==> src/rtl/ncs_pkg.sv <==
// Shared types, constants and fixed-point helpers for the natural cubic spline block.
package ncs_pkg;

  localparam int MAX_KNOTS_DEF = 16;
  localparam int FRAC_BITS_DEF = 16;
  localparam int DATA_W        = 32;
  localparam int WIDE_W        = 64;

  localparam logic signed [DATA_W-1:0] SAT_MAX = 32'sh7FFF_FFFF;
  localparam logic signed [DATA_W-1:0] SAT_MIN = 32'sh8000_0000;

  // request modes
  localparam logic MODE_LOAD  = 1'b0;
  localparam logic MODE_QUERY = 1'b1;

  // result status codes
  localparam logic [1:0] ST_VALUE   = 2'd0;
  localparam logic [1:0] ST_FIT_OK  = 2'd1;
  localparam logic [1:0] ST_FIT_REJ = 2'd2;
  localparam logic [1:0] ST_NO_FIT  = 2'd3;

  typedef struct packed {
    logic                     mode;
    logic signed [DATA_W-1:0] abscissa;
    logic signed [DATA_W-1:0] ordinate;
    logic                     last_knot;
  } req_t;

  typedef struct packed {
    logic signed [DATA_W-1:0] value;
    logic [1:0]               status;
  } rsp_t;

  typedef struct packed {
    logic signed [DATA_W-1:0] x;
    logic signed [DATA_W-1:0] y;
  } knot_t;

  typedef struct packed {
    logic signed [DATA_W-1:0] b;
    logic signed [DATA_W-1:0] c;
    logic signed [DATA_W-1:0] d;
    logic signed [DATA_W-1:0] mu;
    logic signed [DATA_W-1:0] z;
  } coef_t;

  typedef struct packed {
    logic                     start;
    logic signed [WIDE_W-1:0] num;
    logic signed [DATA_W-1:0] den;
  } div_req_t;

  typedef struct packed {
    logic                     done;
    logic signed [DATA_W-1:0] quo;
  } div_rsp_t;

  function automatic logic signed [WIDE_W-1:0] sx64(input logic signed [DATA_W-1:0] v);
    return {{(WIDE_W-DATA_W){v[DATA_W-1]}}, v};
  endfunction

  function automatic logic signed [DATA_W-1:0] sat32(input logic signed [WIDE_W-1:0] v);
    if (v > sx64(SAT_MAX)) begin
      return SAT_MAX;
    end else if (v < sx64(SAT_MIN)) begin
      return SAT_MIN;
    end
    return v[DATA_W-1:0];
  endfunction

endpackage

==> src/rtl/ncs_mul.sv <==
// Registered fixed-point multiplier with floor rounding and saturation.
module ncs_mul #(
  parameter int FRAC_BITS = ncs_pkg::FRAC_BITS_DEF
) (
  input  logic                              clk,
  input  logic signed [ncs_pkg::DATA_W-1:0] a,
  input  logic signed [ncs_pkg::DATA_W-1:0] b,
  output logic signed [ncs_pkg::DATA_W-1:0] res
);
  import ncs_pkg::*;

  logic signed [WIDE_W-1:0] prod;

  // capture the full product every cycle
  always_ff @(posedge clk) begin
    prod <= sx64(a) * sx64(b);
  end

  // drop fraction bits toward minus infinity, then clamp
  assign res = sat32(prod >>> FRAC_BITS);

endmodule

==> config.mk <==
export PLATFORM = sky130hd
export DESIGN_NAME = ncs_mul
export DESIGN_NICKNAME = d
export VERILOG_FILES = /design/src/rtl/ncs_pkg.sv /design/src/rtl/ncs_mul.sv
export SDC_FILE = /design/constraint.sdc
export NUM_CORES = 2
export LEC_CHECK = 0
export CORE_MARGIN = 2
export CORE_UTILIZATION = 70
export DETAILED_ROUTE_END_ITERATION = 6
export DONT_BUFFER_PORTS = 1
export GPL_ROUTABILITY_DRIVEN = 1
export PLACE_DENSITY = 0.95
export REMOVE_ABC_BUFFERS = 1
export SYNTH_ARGS = -nofsm -noshare
export SYNTH_HDL_FRONTEND = slang
export SYNTH_SLANG_ARGS = --single-unit
==> constraint.sdc <==
create_clock -name clk -period 12.95 [get_ports clk]
set_input_delay 1.295 -clock clk [delete_from_list [all_inputs] [get_ports clk]]
set_output_delay 1.295 -clock clk [all_outputs]
set_load 0.01 [all_outputs]
; Word level (Yosys, flattened, before mapping)
; Cells that the tools add are included.
[totals]
in_bits = 65
elab_cells = 9
reg_bits = 64
out_inout_bits = 32
[op_classes]
n_lt_le_gt_ge = 2
mux = 5
n_mul = 1
[ops]
columns = cell, n
row1 = 2-to-1 mux 32 bit, 3
row2 = multiplier 32 x 32 -> 64 bit, 1
row3 = > comparator 48 x 32 -> 1 bit (second input constant), 1
row4 = < comparator 48 x 32 -> 1 bit (second input constant), 1
row5 = 2-to-1 mux 1 bit, 2

; Longest topological paths before layout
[logic_depth]
ltp_word = 4
mapped_depth = 27
depth_no_buf = 25

; Least setup slack after synthesis
; Ideal clock, no wire load.
[synth_timing]
path_kind = input to register
from = in b[2] in the netlist's numbering
to = reg prod[62]
path_buffers = 1
setup_slack_ns = 4.462
required_ns = 12.857
arrival_time_ns = 8.395
stages = 24
setup_time_ns = 0.093
cell_sequence = clkbuf_1 -> nand2_1 -> inv_1 -> fa_1 -> fa_1 -> fa_1 -> fa_1 -> inv_1 -> fa_1 -> inv_1 -> fa_1 -> inv_1 -> fa_1 -> inv_1 -> fa_1 -> ha_1 -> a21oi_1 -> o21ai_0 -> a21o_1 -> a21oi_1 -> o21ai_0 -> a41o_1 -> or2_4 -> o311ai_2
[synth_via]
elab_chain_cells = 1
[synth_rtl]
columns = item, line
row1 = "start, declared", ncs_mul.sv:7  ; input logic signed [ncs_pkg::DATA_W-1:0] b,
row2 = multiplier 32 x 32 -> 64 bit, ncs_mul.sv:16  ; prod <= sx64(a) * sx64(b);
row3 = "end signal, assigned", ncs_mul.sv:16
row4 = "end, declared", ncs_mul.sv:12  ; logic signed [WIDE_W-1:0] prod;
; No other way between the ends.

; Final worst setup path
; Same ends and word-level chain as after synthesis.

==> impl_metrics.csv <==
group,metric,value,unit
flow_run,max_cap_violations,0,
sta,drv_slew,0,
die,core-area,52550,um2
critical_path,worst_setup_path_start_kind,"primary input",
drt,vias,26650,
synth,yosysTopAreaCell,"fa_1",
clock_tree,cts_setup_buffers,0,
grt,grt_max_degree,33,
layout,drive_gt1_share,0.8298,%
clock_tree,h-tree-depth,2,
sta,rsz0062_at_grt,"no",
synth,ys_warn_count,0,
synth,synth_edf_count,0,
clock_tree,numCtsBuffers,5,
layout,area_growth,0.8108,%
drt,viasPerCell,6.019,
critical_path,crit_chain,"nand2_1 > inv_1 > fa_1 > fa_1 > fa_1 > fa_1 > inv_1 > fa_1 > inv_1 > fa_1 > inv_1 > fa_1 > inv_1 > fa_1 > ha_1 > a21oi_1 > o21ai_0 > a21o_1 > a21oi_1 > o21ai_0 > a41o_1 > or2_4 > o311ai_2",
synth,synth_flop_cell,"dfxtp_1",
placement,hpwl,76780,um
drt,drcViolationCount,0,
synth,ys_ff_latch,48,
synth,async_reset_ff_share,0,%
sta,relSlewSlack,17.81,%
placement,place.port_buffers,0,
critical_path,path_common_cell,"fa_1",
sta,worstMarginPinSlew,1.229,ns
sta,fin_tns_setup,0,ns
clock_tree,cts_hold_buffers,0,
die,dieHeight,234.5,um
sta,setup_viol,0,
grt,grt_usage,37.58,%
synth,avgSynthCellArea,9.459,um2
critical_path,cp_max_fo,32,
grt,grt_first_pass_wirelength,157600,um
hold_path,hold_path_class,"primary input to register",
sta,fmax,0.1137,GHz
synth,syn-instance-count,3932,
clock_tree,cts_sinks,48,
die,core.rowCount,84,
die,fp.dieArea,54990,um2
drt,wl_per_cell,21.75,um
drt,wl,96290,um
drt,first_pass_iters,7,
grt,grt_pass1_vias,31050,
drt,drtIter0Drc,2248,
layout,nNetsFinal,5061,
critical_path,cp-end-kind,"register",
drt,postRouteAntennaNets,0,
hold_path,hold_depth,5,
synth,syn_area,37190,um2
sta,hold_viol,0,
critical_path,slowest_delay,1.03,ns
layout,top_register,"prod",
grt,grt_antenna_before_repair,5,
layout,largestRegisters,"prod x48",
layout,largest_reg_flops,48,
clock_tree,path_clk_slew,0.09,ns
die,start_util,70.78,%
critical_path,cpMaxStageDelayCell,"fa_1",
grt,overflow,0,
clock_tree,post_cts_resized,0,
placement,gp_congestion,1.010,
clock_tree,clock-root-buffer,"clkbuf_16",
synth,ys_seq_area_share,2.584,%
die,dieWidth,234.5,um
critical_path,critical_path_class,"primary input to register",
synth,ys_types,60,
clock_tree,cts_tree,"yes",
synth,synth_top_area_share,58.18,%
sta,layout_min_cycle_time,8.791,ns
synth,synthTopCellsByArea,"fa_1 (58%), inv_1 (9.9%), and2_1 (8.5%)",
critical_path,crit_required,13.19,ns
sta,final.period_utilization,67.89,%
die,pin_count,97,
run_status,status,"finished, final reports clean",
clock_tree,cts_buffer_depth,2,
critical_path,cp_data_arrival_time,9.03,ns
cells in the final DEF (no fill, tap or decap), types with 3 or more instances in the layout:
cell type / Yosys / final
and3_1: 8 / 8
o31a_1: 4 / 4
dfxtp_1: 48 / 48
nand2b_1: 11 / 11
nand4_1: 17 / 17
nor3_1: 7 / 7
nor2_1: 57 / 57
inv_1: 984 / 984
nand3_1: 10 / 10
buf_4: 0 / 3
diode_2: 0 / 4
ha_1: 180 / 180
xor2_1: 17 / 17
and4_1: 4 / 4
a31oi_1: 9 / 9
fa_1: 1081 / 1081
a21oi_1: 56 / 56
o31ai_1: 4 / 4
and2_1: 508 / 508
nand2_1: 511 / 511
nor4_1: 8 / 8
a211oi_1: 9 / 9
clkbuf_16: 0 / 5
o21a_1: 3 / 3
xnor2_1: 43 / 43
a21o_1: 44 / 44
o211a_1: 4 / 4
o21ai_0: 34 / 34
o2111ai_1: 3 / 3
o211ai_1: 10 / 10
o21bai_1: 13 / 13
worst max-delay path, delay by kind of cell:
family,cells,cell delay (ns)
adders and majority gates,9,5.32
AOI/OAI and AO/OA,7,1.41
buffers and inverters,5,0.64
and+or+nand+nor,2,0.37
cells by family after synthesis:
| logic type | after synthesis | synth area share, % |
|---|---|---|
| AOI/OAI and AO/OA | 218 | 4.064 |
| buffers and inverters | 1191 | 12.04 |
| DFF | 48 | 2.584 |
| adders and majority gates | 1261 | 64.24 |
| and+or+nand+nor | 1153 | 15.62 |
| xor gates and xnor gates | 61 | 1.457 |
cell usage after synthesis (all sizes together), types with 3 or more instances:
cell / instances
o31ai: 4
or2: 3
nand3: 11
a211oi: 9
nand4: 17
o21ai: 36
o21bai: 13
o211ai: 11
and3: 8
clkbuf: 205
a21o: 44
o211a: 4
nor3: 7
and4: 5
nand2b: 11
inv: 984
xor2: 18
o2111ai: 4
ha: 180
o31a: 4
a31oi: 10
nor4: 8
a21oi: 57
nand2: 511
xnor2: 43
o21a: 3
dfxtp: 48
and2: 508
nor2: 57
fa: 1081
stage by stage:
stage,worst slack [ns],hold slack (ns),utilization (%),instance area [um2],instances
2_1_floorplan,4.690,1.614,-,36410,3725
3_3_place_gp,4.027,1.698,71.01,37320,4416
3_5_place_dp,3.805,1.700,71.01,37320,4416
4_1_cts,4.160,2.027,71.33,37490,4424
5_1_grt,3.781,2.060,71.35,37500,4428
6_report,4.159,2.040,71.35,37500,4428
routing by layer:
metal / part of all wire, % / routed length, um / GRT usage (%) / up-vias
met3: 11 / 10850 / 9.520 / 493
met4: 6.0 / 5733 / 18.71 / 6
li1: - / - / - / 10830
met5: 0.051 / 49 / 0 / -
met1: 34 / 32400 / 45.21 / 13600
met2: 49 / 47250 / 63.34 / 1725
path summary, 6_finish.rpt:
check | from | to
hold / removal | b[0] | prod[17]
setup / recovery | b[2] | prod[62]
final cells by class:
cell class / instances / area [um2]
antenna: 4 / 10.01
multi-input combinational: 2693 / 31780
sequential: 48 / 960.9
tap: 688 / 860.8
inverter: 984 / 3694
fill: 3447 / 15050
clock buffer: 5 / 125.1
clock inverter: 3 / 42.54
timing repair buffer: 3 / 22.52
Power is not shown: default switching activity piles up to over one toggle a cycle in this logic, so the estimate is an artifact.
