==> config.mk <==
export PLATFORM = sky130hd
export DESIGN_NAME = ncs_div
export DESIGN_NICKNAME = d
export VERILOG_FILES = /design/src/rtl/ncs_pkg.sv /design/src/rtl/ncs_div.sv
export SDC_FILE = /design/constraint.sdc
export NUM_CORES = 1
export LEC_CHECK = 0
export CAP_MARGIN = 40
export CORE_UTILIZATION = 60
export DETAILED_ROUTE_END_ITERATION = 7
export DONT_BUFFER_PORTS = 1
export GPL_TIMING_DRIVEN = 0
export PLACE_DENSITY_LB_ADDON = 0.08
export REMOVE_ABC_BUFFERS = 1
export SETUP_SLACK_MARGIN = 0.1
export SLEW_MARGIN = 25
export SYNTH_ARGS = -nofsm -noshare
export SYNTH_HDL_FRONTEND = slang
export SYNTH_SLANG_ARGS = --single-unit
==> constraint.sdc <==
create_clock -name clk -period 12 [get_ports clk]
set_input_delay 0.6 -clock clk [delete_from_list [all_inputs] [get_ports clk]]
set_output_delay 0.6 -clock clk [all_outputs]
set_load 0.05 [all_outputs]
==> src/rtl/ncs_pkg.sv <==
// Shared types, constants and fixed-point helpers for the natural cubic spline block.
package ncs_pkg;

  localparam int MAX_KNOTS_DEF = 16;
  localparam int FRAC_BITS_DEF = 16;
  localparam int DATA_W        = 32;
  localparam int WIDE_W        = 64;

  localparam logic signed [DATA_W-1:0] SAT_MAX = 32'sh7FFF_FFFF;
  localparam logic signed [DATA_W-1:0] SAT_MIN = 32'sh8000_0000;

  // request modes
  localparam logic MODE_LOAD  = 1'b0;
  localparam logic MODE_QUERY = 1'b1;

  // result status codes
  localparam logic [1:0] ST_VALUE   = 2'd0;
  localparam logic [1:0] ST_FIT_OK  = 2'd1;
  localparam logic [1:0] ST_FIT_REJ = 2'd2;
  localparam logic [1:0] ST_NO_FIT  = 2'd3;

  typedef struct packed {
    logic                     mode;
    logic signed [DATA_W-1:0] abscissa;
    logic signed [DATA_W-1:0] ordinate;
    logic                     last_knot;
  } req_t;

  typedef struct packed {
    logic signed [DATA_W-1:0] value;
    logic [1:0]               status;
  } rsp_t;

  typedef struct packed {
    logic signed [DATA_W-1:0] x;
    logic signed [DATA_W-1:0] y;
  } knot_t;

  typedef struct packed {
    logic signed [DATA_W-1:0] b;
    logic signed [DATA_W-1:0] c;
    logic signed [DATA_W-1:0] d;
    logic signed [DATA_W-1:0] mu;
    logic signed [DATA_W-1:0] z;
  } coef_t;

  typedef struct packed {
    logic                     start;
    logic signed [WIDE_W-1:0] num;
    logic signed [DATA_W-1:0] den;
  } div_req_t;

  typedef struct packed {
    logic                     done;
    logic signed [DATA_W-1:0] quo;
  } div_rsp_t;

  function automatic logic signed [WIDE_W-1:0] sx64(input logic signed [DATA_W-1:0] v);
    return {{(WIDE_W-DATA_W){v[DATA_W-1]}}, v};
  endfunction

  function automatic logic signed [DATA_W-1:0] sat32(input logic signed [WIDE_W-1:0] v);
    if (v > sx64(SAT_MAX)) begin
      return SAT_MAX;
    end else if (v < sx64(SAT_MIN)) begin
      return SAT_MIN;
    end
    return v[DATA_W-1:0];
  endfunction

endpackage

==> src/rtl/ncs_div.sv <==
// Iterative signed fixed-point divider: (num << FRAC_BITS) / den, truncated and saturated.
module ncs_div #(
  parameter int FRAC_BITS = ncs_pkg::FRAC_BITS_DEF
) (
  input  logic              clk,
  input  logic              rst,
  input  ncs_pkg::div_req_t req,
  output ncs_pkg::div_rsp_t rsp
);
  import ncs_pkg::*;

  localparam int QW = DATA_W - 1;
  localparam int SW = $clog2(QW + 1);

  logic signed [WIDE_W-1:0] num_sh;
  logic [WIDE_W-1:0]        num_mag;
  logic [DATA_W-1:0]        den_mag;
  logic                     num_neg;
  logic                     den_neg;
  logic                     ovf;
  logic [DATA_W:0]          trial;
  logic [DATA_W:0]          diff;
  logic                     ge;
  logic [QW-1:0]            q_fin;

  logic                     busy;
  logic                     done;
  logic                     neg;
  logic [SW-1:0]            steps;
  logic [DATA_W-1:0]        dmag;
  logic [DATA_W-1:0]        rem;
  logic [QW-1:0]            low;
  logic [QW-1:0]            qacc;
  logic signed [DATA_W-1:0] quo;

  // magnitudes, overflow test and one restoring step
  always_comb begin
    num_sh  = req.num <<< FRAC_BITS;
    num_neg = req.num[WIDE_W-1];
    num_mag = num_neg ? -num_sh : num_sh;
    den_neg = req.den[DATA_W-1];
    den_mag = den_neg ? -req.den : req.den;
    ovf     = num_mag >= {1'b0, den_mag, {QW{1'b0}}};
    trial   = {rem, low[QW-1]};
    diff    = trial - {1'b0, dmag};
    ge      = trial >= {1'b0, dmag};
    q_fin   = {qacc[QW-2:0], ge};
  end

  // start, iterate one quotient bit a cycle, finish
  always_ff @(posedge clk) begin
    if (rst) begin
      busy <= 1'b0;
      done <= 1'b0;
    end else begin
      done <= 1'b0;
      if (req.start) begin
        neg <= num_neg ^ den_neg;
        if (req.den == '0) begin
          done <= 1'b1;
          if (req.num == '0) begin
            quo <= '0;
          end else begin
            quo <= num_neg ? SAT_MIN : SAT_MAX;
          end
        end else if (ovf) begin
          done <= 1'b1;
          quo  <= (num_neg ^ den_neg) ? SAT_MIN : SAT_MAX;
        end else begin
          busy  <= 1'b1;
          dmag  <= den_mag;
          rem   <= num_mag[WIDE_W-2 -: DATA_W];
          low   <= num_mag[QW-1:0];
          steps <= SW'(QW);
        end
      end else if (busy) begin
        rem   <= ge ? diff[DATA_W-1:0] : trial[DATA_W-1:0];
        low   <= {low[QW-2:0], 1'b0};
        qacc  <= q_fin;
        steps <= steps - SW'(1);
        if (steps == SW'(1)) begin
          busy <= 1'b0;
          done <= 1'b1;
          quo  <= neg ? -$signed({1'b0, q_fin}) : $signed({1'b0, q_fin});
        end
      end
    end
  end

  always_comb begin
    rsp.done = done;
    rsp.quo  = quo;
  end

endmodule

* Word level (Yosys, flattened, before mapping)
Cells that the tools add are included.
** Word-level totals
- Register bits :: 165
** Cells by class
- $add $sub $neg :: 5
- Magnitude comparators :: 2
- Equal/unequal tests :: 4
- Multiplexer cells :: 34
- Bitwise gates (word level) :: 5
- Reduce and logical (&&, ||, !) cells :: 10
** Operators by type and width (count)
- 32-bit 2-to-1 mux :: 15
- 31-bit 2-to-1 mux :: 4
- 64-bit by 63-bit greater-or-equal comparator with 1-bit output :: 1
- 64-bit logical NOT :: 1
- 64-bit 2-to-1 mux :: 1
- 64-bit negation :: 1
- 33-bit by 32-bit greater-or-equal comparator with 1-bit output :: 1
- 32-bit logical NOT :: 1
- 31-bit negation with 32-bit output :: 1
- 32-bit negation :: 1
- 32-bit subtractor :: 1
- 5-bit 2-to-1 mux :: 4
- 4-bit AND reduction :: 3
- 1-bit 2-to-1 mux :: 10
- 5-bit by 1-bit == test with 1-bit output (second input constant) :: 1
- 5-bit by 1-bit subtractor with 5-bit output (second input constant) :: 1
- 2-bit inequality test (second input constant) :: 2
- 1-bit inverter :: 4
- 2-bit AND reduction :: 2
- 2-bit nonzero test :: 2
- 3-bit by 1-bit inequality test with 1-bit output (second input constant) :: 1
- 3-bit AND reduction :: 1
- 1-bit XOR :: 1

* Longest topological paths before layout
- Depth after elaboration :: 6
- Depth in mapped cells :: 21

* Worst setup path after synthesis
Ideal clock, no wire load.
- Kind :: in2reg
- Start :: in req[9] in the netlist's numbering
- End :: reg low[16] (enable)
- Data arrival time :: 8779 ps
- Path slack :: 2835 ps
- Stages :: 15
- Path buffers :: 0
- Path through :: or4_1 -> or3_1 -> or4b_2 -> or3b_2 -> nand2_1 -> xor2_1 -> ha_1 -> a21o_1 -> a21o_1 -> a21oi_1 -> nor2_1 -> a2111oi_0 -> o31ai_1 -> nor4b_1 -> or2_2
** Between the ends
- Cells in the longest elaborated chain, start to end :: 5
- Elaborated cells between the ends (all ways) :: 7
- Classes of those cells :: 1 x add/sub; 1 x order compare; 2 x eq/ne; 1 x mux; 2 x reduce/logical
** RTL lines
- start: declaration :: line ncs_div.sv:7 : input ncs_pkg::div_req_t req,
- 32-bit negation :: line ncs_div.sv:42 : den_mag = den_neg ? -req.den : req.den;
- 32-bit 2-to-1 mux :: line ncs_div.sv:42
- 64-bit by 63-bit greater-or-equal comparator with 1-bit output :: line ncs_div.sv:43 : ovf = num_mag >= {1'b0, den_mag, {QW{1'b0}}};
- 2-bit inequality test (no source line)
- 4-bit AND reduction (no source line) (*)
- end signal: assignment :: line ncs_div.sv:73 : low <= num_mag[QW-1:0];
- end signal: assignment :: line ncs_div.sv:78 : low <= {low[QW-2:0], 1'b0};
- end: declaration :: line ncs_div.sv:32 : logic [QW-1:0] low;
Every way passes the cells marked *; elsewhere a longest branch is shown, timed or not.
A chain may end at the register's enable or synchronous reset.

* Worst setup path in the final report
- Start :: in req[32] in the netlist's numbering
- End :: reg low[28] (enable)
** Between the ends
- Cells in the longest elaborated chain, start to end :: 5
** RTL lines
- 64-bit negation :: line ncs_div.sv:40 : num_mag = num_neg ? -num_sh : num_sh;
- 64-bit 2-to-1 mux (*) :: line ncs_div.sv:40
- 64-bit by 63-bit greater-or-equal comparator with 1-bit output (*) :: line ncs_div.sv:43
- 2-bit inequality test (no source line) (*)
- 4-bit AND reduction (no source line) (*)
Marked as above.

==> impl_metrics.env <==
export IMPL_stdcell_count=1430
export IMPL_ant_nets=0
export IMPL_post_cts_buffers=0
export IMPL_synth_warnings=0
export IMPL_grt_setup_unrepaired="false"
export IMPL_hp_class="input pin to flip-flop"
export IMPL_fin_skew_ps=9.63
export IMPL_synth_yosys_seq_area_share_pct=39.5
export IMPL_hold_viol_final=0
export IMPL_avgViaCountPerCell=6.59
export IMPL_crit_type="input pin to flip-flop"
export IMPL_met3_usage_pct=6.94
export IMPL_synth_edff_count=147
export IMPL_worstSetupStartpointType="input pin"
export IMPL_initial_utilization_pct=61.9
export IMPL_vias=9427
export IMPL_htree_levels=4
export IMPL_core_sq_um=18200
export IMPL_ctsHoldBuffers=0
export IMPL_status="complete, but fails checks"
export IMPL_place_area_sq_um=11500
export IMPL_grt_usage_pct=30.2
export IMPL_netlist_area_sq_um=11300
export IMPL_syn2layout_area_growth_pct=7.41
export IMPL_ff2ff_setup_slack_ps=5690
export IMPL_dieWidth_um=139
export IMPL_cap_violations=0
export IMPL_setup_tns_ps=0
export IMPL_cts_sinks=149
export IMPL_path_buf_inv=3
export IMPL_post_cts_resized=0
export IMPL_io_buffers=0
export IMPL_dr_pass1_iters=7
export IMPL_final_nets=1357
export IMPL_rows=49
export IMPL_cts_tree="built"
export IMPL_violations="DRC"
export IMPL_setup_violations_final=0
export IMPL_antenna_found_initial=0
export IMPL_clock_fmax_ghz=0.150
export IMPL_max_stage_delay_ps=780
export IMPL_design_area_sq_um=12100
export IMPL_slew_limit_headroom_pct=45.5
export IMPL_insertion_delay_ps=430
export IMPL_root_buffer="clkbuf_16"
export IMPL_end_kind="flip-flop"
export IMPL_path_delay_family="simple AND/OR/NAND/NOR gates"
export IMPL_diodes=0
export IMPL_min_period_ps=6650
export IMPL_totalWireLength_um=28500
export IMPL_cts_path_max_buffers=2
export IMPL_vdd_drop_max_uv=110
export IMPL_die_area_sq_um=19300
export IMPL_period_share_pct=55.4
export IMPL_route_detailed_drc=5
export IMPL_busiest_layer="met2"
export IMPL_clk_pin_slew_ps=70
export IMPL_slowest_stage="nor4b_2"
export IMPL_whs_ps=253
export IMPL_wire_per_inst_um=19.9
export IMPL_first_global_vias=8748
export IMPL_use_met2_pct=44.7
export IMPL_critPathRequiredTime_ps=12060
export IMPL_first_iter_violations=910
export IMPL_cts_buffers=17
export IMPL_fillers=1471
export IMPL_synthArstFlopShare_pct=0
export IMPL_final_max_slew_viol_count=0
export IMPL_worstPathArrival_ps=6710
export IMPL_ys_flop_type="edfxtp_1"
export IMPL_p_per_area_nw_per_um2=121
export IMPL_gp_congestion=0.897
export IMPL_hpwl_um=20500
export IMPL_worst_pin_slew_ps=815
export IMPL_grt_max_degree=101
export IMPL_use_met1_pct=42.8
export IMPL_cp_max_fo=52
export IMPL_grt_ovfl_total=0
export IMPL_p_leak_nw=4.56
export IMPL_die_h_um=139
export IMPL_syn_avg_cell_area_sq_um=9.27
export IMPL_crit_chain="inv_1 -> ha_1 -> nor4b_1 -> nand3_1 -> nor4_1 -> buf_2 -> nand2_1 -> o31a_1 -> xor2_1 -> ha_1 -> nand4_1 -> nor2_1 -> nand3_1 -> o21bai_1 -> a31oi_1 -> a211oi_1 -> nor4b_2 -> buf_2 -> or2_4"
export IMPL_ys_seq_elements=149
export IMPL_syn_inst=1216
export IMPL_io_pin_count=132
export IMPL_post_place_cells=1395
export IMPL_yosysUniqueCellTypes=76
export IMPL_drive_gt1_share_pct=7.24
export IMPL_grt_pass1_wl_um=45800
cell usage in the layout (no fill, tap or decap), types with 17 or more instances in the layout:
master / n
clkbuf_16: 17
nand3_1: 37
o21ai_0: 73
ha_1: 69
or3_1: 21
a21oi_1: 69
nand2_1: 83
o31ai_1: 32
edfxtp_1: 147
nand4_1: 32
nor3_1: 32
xor2_1: 61
nor2_1: 91
a21o_1: 28
xnor2_1: 51
a31oi_1: 19
inv_1: 87
power by group:
group	total, mW	internal [mW]	switching (mW)
Clock	0.542	0.295	0.246
Sequential	0.643	0.607	0.0357
Combinational	0.285	0.116	0.169
synth_stat cells (4+ instances only):
library cell,count,share of area (%)
a2111oi_0,7,0.54
a211o_1,6,0.47
a211oi_1,7,0.47
a21o_1,28,1.9
a21oi_1,70,3.1
a31oi_1,19,1.1
and2_1,8,0.44
and3_1,9,0.50
buf_1,6,0.20
clkbuf_1,50,1.7
edfxtp_1,147,39
ha_1,69,7.7
inv_1,88,2.9
mux2_2,7,0.70
mux2i_1,6,0.53
nand2_1,83,2.8
nand2b_1,11,0.61
nand3_1,37,1.6
nand4_1,32,1.8
nand4b_1,5,0.39
nor2_1,92,3.1
nor2b_1,5,0.28
nor3_1,32,1.4
nor4_1,12,0.67
nor4b_1,4,0.31
o211a_1,4,0.36
o211ai_1,13,0.87
o21a_1,12,0.80
o21ai_0,73,3.2
o311ai_0,9,0.70
o31ai_1,32,2.1
o41ai_1,12,0.93
or2_2,7,0.39
or3_1,21,1.2
or3_2,4,0.27
or4_1,12,0.80
xnor2_1,51,4.0
xor2_1,61,4.7
per-layer routing:
layer	part of all wire, %	vias up	wire, um
met4	3.0	0	852
li1	-	4506	-
met3	8.5	50	2430
met5	0	-	0
met1	45	4465	12700
met2	44	406	12500
cell families after synthesis:
| group | after synthesis | synth area share [%] |
|---|---|---|
| adders and majority gates | 70 | 7.83 |
| DFF | 149 | 39.5 |
| and+or+nand+nor | 392 | 17.9 |
| buffers and inverters | 149 | 5.03 |
| xor gates and xnor gates | 112 | 8.70 |
| AOI/OAI and AO/OA | 331 | 19.8 |
| muxes | 13 | 1.23 |
sequential cells by signal (all words and copies together), names as in the netlist:
| signal | count |
|---|---|
| dmag | 32 |
| quo | 32 |
| rem | 32 |
| qacc | 30 |
| low | 15 |
| steps | 5 |
| busy | 1 |
| done | 1 |
| neg | 1 |
final cells by class:
type / instances / area [sq um] / area share (%)
clock buffer: 17 / 425 / 3.51
clock inverter: 15 / 164 / 1.35
inverter: 89 / 335 / 2.77
multi-input combinational: 918 / 6310 / 52.1
sequential: 149 / 4450 / 36.8
tap: 229 / 287 / 2.37
timing repair buffer: 13 / 139 / 1.15
final timing paths:
kind | startpoint | endpoint | cells past startpoint
max | req[32] | low[28] | 19
min reg2reg | qacc[5] | qacc[6] | 0
max reg2reg | rem[23] | quo[26] | 16
min | rst | done | 1
through the flow:
step	utilization, %	total power [mW]	worst slack (ps)
after global routing	66.5	1.53	5040
after floorplan	-	0.863	2830
final	66.5	1.47	5350
after CTS	66.4	1.47	5190
after detailed placement	63.2	0.933	4740
after global placement	62.2	0.924	-1250
(Power assumes the default switching activity.)
